--- config.mk ---
export PLATFORM = sky130hd
export DESIGN_NAME = acpc_ram
export DESIGN_NICKNAME = d
export VERILOG_FILES = /design/src/adc_cell_polynomial_correction_defines.svh /design/src/acpc_ram.sv
export SDC_FILE = /design/constraint.sdc
export NUM_CORES = 1
export LEC_CHECK = 0
export BUFFER_PORTS_ARGS = -buffer_cell sky130_fd_sc_hd__buf_2
export CORE_ASPECT_RATIO = 0.8
export CORE_MARGIN = 8
export CORE_UTILIZATION = 50
export CTS_BUF_LIST = sky130_fd_sc_hd__clkbuf_4 sky130_fd_sc_hd__clkbuf_8
export DETAILED_ROUTE_END_ITERATION = 8
export GPL_TIMING_DRIVEN = 0
export PLACE_DENSITY_LB_ADDON = 0.3
export SLEW_MARGIN = 5
export SYNTH_ARGS = -nofsm -noshare
export SYNTH_HDL_FRONTEND = slang
export SYNTH_SLANG_ARGS = --single-unit
--- constraint.sdc ---
create_clock -name clk_i -period 4.9 [get_ports clk_i]
set_input_delay 0.245 -clock clk_i [delete_from_list [all_inputs] [get_ports clk_i]]
set_output_delay 0.245 -clock clk_i [all_outputs]
set_load 0.01 [all_outputs]
--- src/adc_cell_polynomial_correction_defines.svh ---
// assertion helpers shared by the correction block
`ifndef ADC_CELL_POLYNOMIAL_CORRECTION_DEFINES_SVH
`define ADC_CELL_POLYNOMIAL_CORRECTION_DEFINES_SVH

`ifndef SYNTH

// property checked on every rising edge outside reset
`define ACPC_ASSERT(label, clk, rst_n, prop) \
  label: assert property (@(posedge clk) disable iff (!rst_n) prop) \
    else $error("acpc: assertion failed");

// property checked on every rising edge, reset included
`define ACPC_ASSERT_NR(label, clk, prop) \
  label: assert property (@(posedge clk) prop) \
    else $error("acpc: assertion failed");

`else

`define ACPC_ASSERT(label, clk, rst_n, prop)
`define ACPC_ASSERT_NR(label, clk, prop)

`endif

`endif

--- src/acpc_ram.sv ---
module acpc_ram #(
  parameter int DATA_W = 8,
  parameter int ADDR_W = 4
) (
  input  logic              clk_i,
  input  logic              we_i,
  input  logic [ADDR_W-1:0] addr_i,
  input  logic [DATA_W-1:0] wdata_i,
  output logic [DATA_W-1:0] rdata_o
);

  logic [DATA_W-1:0] mem_q [2**ADDR_W];
  logic [DATA_W-1:0] rdata_q;

  always_ff @(posedge clk_i) begin
    if (we_i) begin
      mem_q[addr_i] <= wdata_i;
    end
    rdata_q <= mem_q[addr_i];
  end

  assign rdata_o = rdata_q;

endmodule

==> impl_metrics.tcl <==
set metrics [dict create \
    synth_nets 244 \
    criticalPathCategory "in -> reg" \
    antenna_found_initial 0 \
    cts_hold_buf 0 \
    worst_setup_path_end_kind "flop" \
    slew_violations 0 \
    arrival_ns 1.90 \
    syn_to_final_growth_pct 13.6 \
    finalCritPeriodShare_pct 37.8 \
    outcome "finished, final reports clean" \
    yosys_warnings 0 \
    fin_nets 282 \
    fin_skew_ns 0.00733 \
    port_buffers 19 \
    cts_tree "yes" \
    max_stage_delay_ns 0.66 \
    cpMaxStageDelayCell "nor2_1" \
    min_path_type "in -> reg" \
    ctsLongestPathBuffers 2 \
    grt_pass1_wl_um 14200 \
    cp-endpoint "mem_q[11][6]" \
    dieArea_um2 13600 \
    first_pass_iters 4 \
    r2r_setup_slack_ns 3.50 \
    cp-startpoint "addr_i[1]" \
    dr_wl_met2_um 4580 \
    coreArea_um2 10100 \
    ys_seq_area_share_pct 79.0 \
    clock-root-buffer "clkbuf_8" \
    ant_nets 0 \
    wl_per_cell_um 23.0 \
    first_global_vias 2281 \
    worstPathRequired_ns 4.95 \
    wl_met1_um 4290 \
    worstMarginPinSlew_ns 1.16 \
    drive_gt1_share_pct 30.6 \
    antenna_cells 0 \
    numCtsBuffers 17 \
    cts_setup_buffers 0 \
    rows 33 \
    synthDistinctLibCells 18 \
    synth.avg_cell_area_um2 22.0 \
    synth_area_um2 5070 \
    start_util_pct 50.3 \
    reg2reg_from "mem_q[3][1]" \
    vias_per_cell 5.48 \
    hold_viol 0 \
    cts.sinks 136 \
    drt_first_iter_violations 243 \
    top_layer "met4" \
    r2r_end "rdata_o[1]" \
    timing.fmax_ghz 0.540 \
    powerDensity_nw_per_um2 412 \
    final_common_cell "edfxtp_1" \
    clk_latency_ns 0.42 \
    cp_max_fo 10 \
    report.power.total_mw 2.37 \
    wl_met3_um 775 \
    worst-r2r-cell-count 3 \
    drc 0 \
    cts_htree_levels 4 \
    min_period_ns 1.85 \
    routed_wl_um 9670 \
    ctsResizeCount 0 \
    pin_count 22 \
    grt_max_degree 17 \
    gr-total-overflow 0 \
    slew_headroom_pct 22.4 \
    worstSetupStartpointType "input port" \
    seqCellArea_um2 4000 \
    grt_setup_unrepaired "false" \
    drv_cap 0 \
    fillers 750 \
    fin_tns_setup_ns 0 \
    path_clk_slew_ns 0.07 \
    setup_violations 0 \
    hpwl_um 6200 \
    die_h_um 106 \
    track_usage_pct 15.0 \
    vias 2307 \
    peakVddDrop_v 0.000406 \
    synth_cells 230 \
    leakage_nw 1.85 \
    ys_seq_elements 136 \
    multi_input_area_um2 1010 \
    path_cells "buf_2 -> buf_1 -> nand2_1 -> nor2_1" \
    final_cell_mix "edfxtp_1 (128), mux4_2 (32), buf_2 (21)" \
    die_w_um 129 \
    gp_congestion 0.756 \
]
==> final cells by class <==
type                       instances  area share [%]
buffer                            11            1.04
clock inverter                    13            2.76
tap                              140            3.04
sequential                       136            69.6
timing repair buffer              19            1.65
multi-input combinational         83            17.6
clock buffer                      19            4.33
==> worst min-delay path by stage <==
stage,start,end,cells past startpoint
floorplan,wdata_i[0],mem_q[0][0],0
global placement,rdata_o[4],rdata_o[4],1
detailed placement,rdata_o[0],rdata_o[0],1
CTS,wdata_i[2],mem_q[2][2],1
global route,wdata_i[4],mem_q[11][4],1
finish,wdata_i[2],mem_q[12][2],1
==> flip-flops by register name, indices dropped and copies added (netlist names) <==
| signal | cells |
|---|---|
| mem_q | 128 |
| rdata_o | 8 |
==> critical path: cells and delay by family <==
family / cells / cell delay [ns]
buf+inv: 2 / 0.73
simple gates: 2 / 0.91
==> cells in the mapped netlist <==
cell        n  share of area (%)
edfxtp_1  128                 76
or3b_2      1               0.17
mux4_2     32                 14
nor2_1     13               0.96
nand3_1     1              0.099
a22oi_1    16                2.4
nand2_1     9               0.67
clkbuf_2    1              0.099
nor3_1      4               0.40
buf_1       4               0.30
nor2b_1     2               0.25
buf_2       2               0.20
nand3b_1    2               0.30
and2_1      1               0.12
nand2b_1    2               0.25
clkbuf_1    2               0.15
dfxtp_1     8                3.2
buf_6       2               0.44
==> cells by family after synthesis <==
kind of cell    Yosys count  share of synthesized area, %
compound gates           16                          2.37
buf+inv                  11                          1.19
flops                   136                          79.0
mux                      32                          14.2
simple gates             35                          3.21
==> metal layers <==
metal | up-vias | global-route usage (%)
li1 | 1035 | -
met1 | 1195 | 21.0
met2 | 73 | 21.5
met3 | 4 | 5.20
met4 | 0 | 4.85
met5 | - | 0
==> report_power, final <==
group | internal (mW) | switching, mW | total [mW]
clock | 0.553 | 0.387 | 0.940
sequential | 1.30 | 0.00641 | 1.31
combinational | 0.0493 | 0.0761 | 0.125
==> per-stage QoR <==
stage	hold slack [ns]	utilization [%]	worst slack, ns	cells	cell area [µm²]
floorplan	0.344	-	3.16	230	5070
global placement	0.646	53.0	2.57	389	5340
detailed placement	0.644	53.0	2.54	389	5340
CTS	0.202	57.0	3.00	421	5750
global route	0.208	57.1	2.95	421	5760
finish	0.231	57.1	3.05	421	5760
Power figures use the tool's default switching activity.
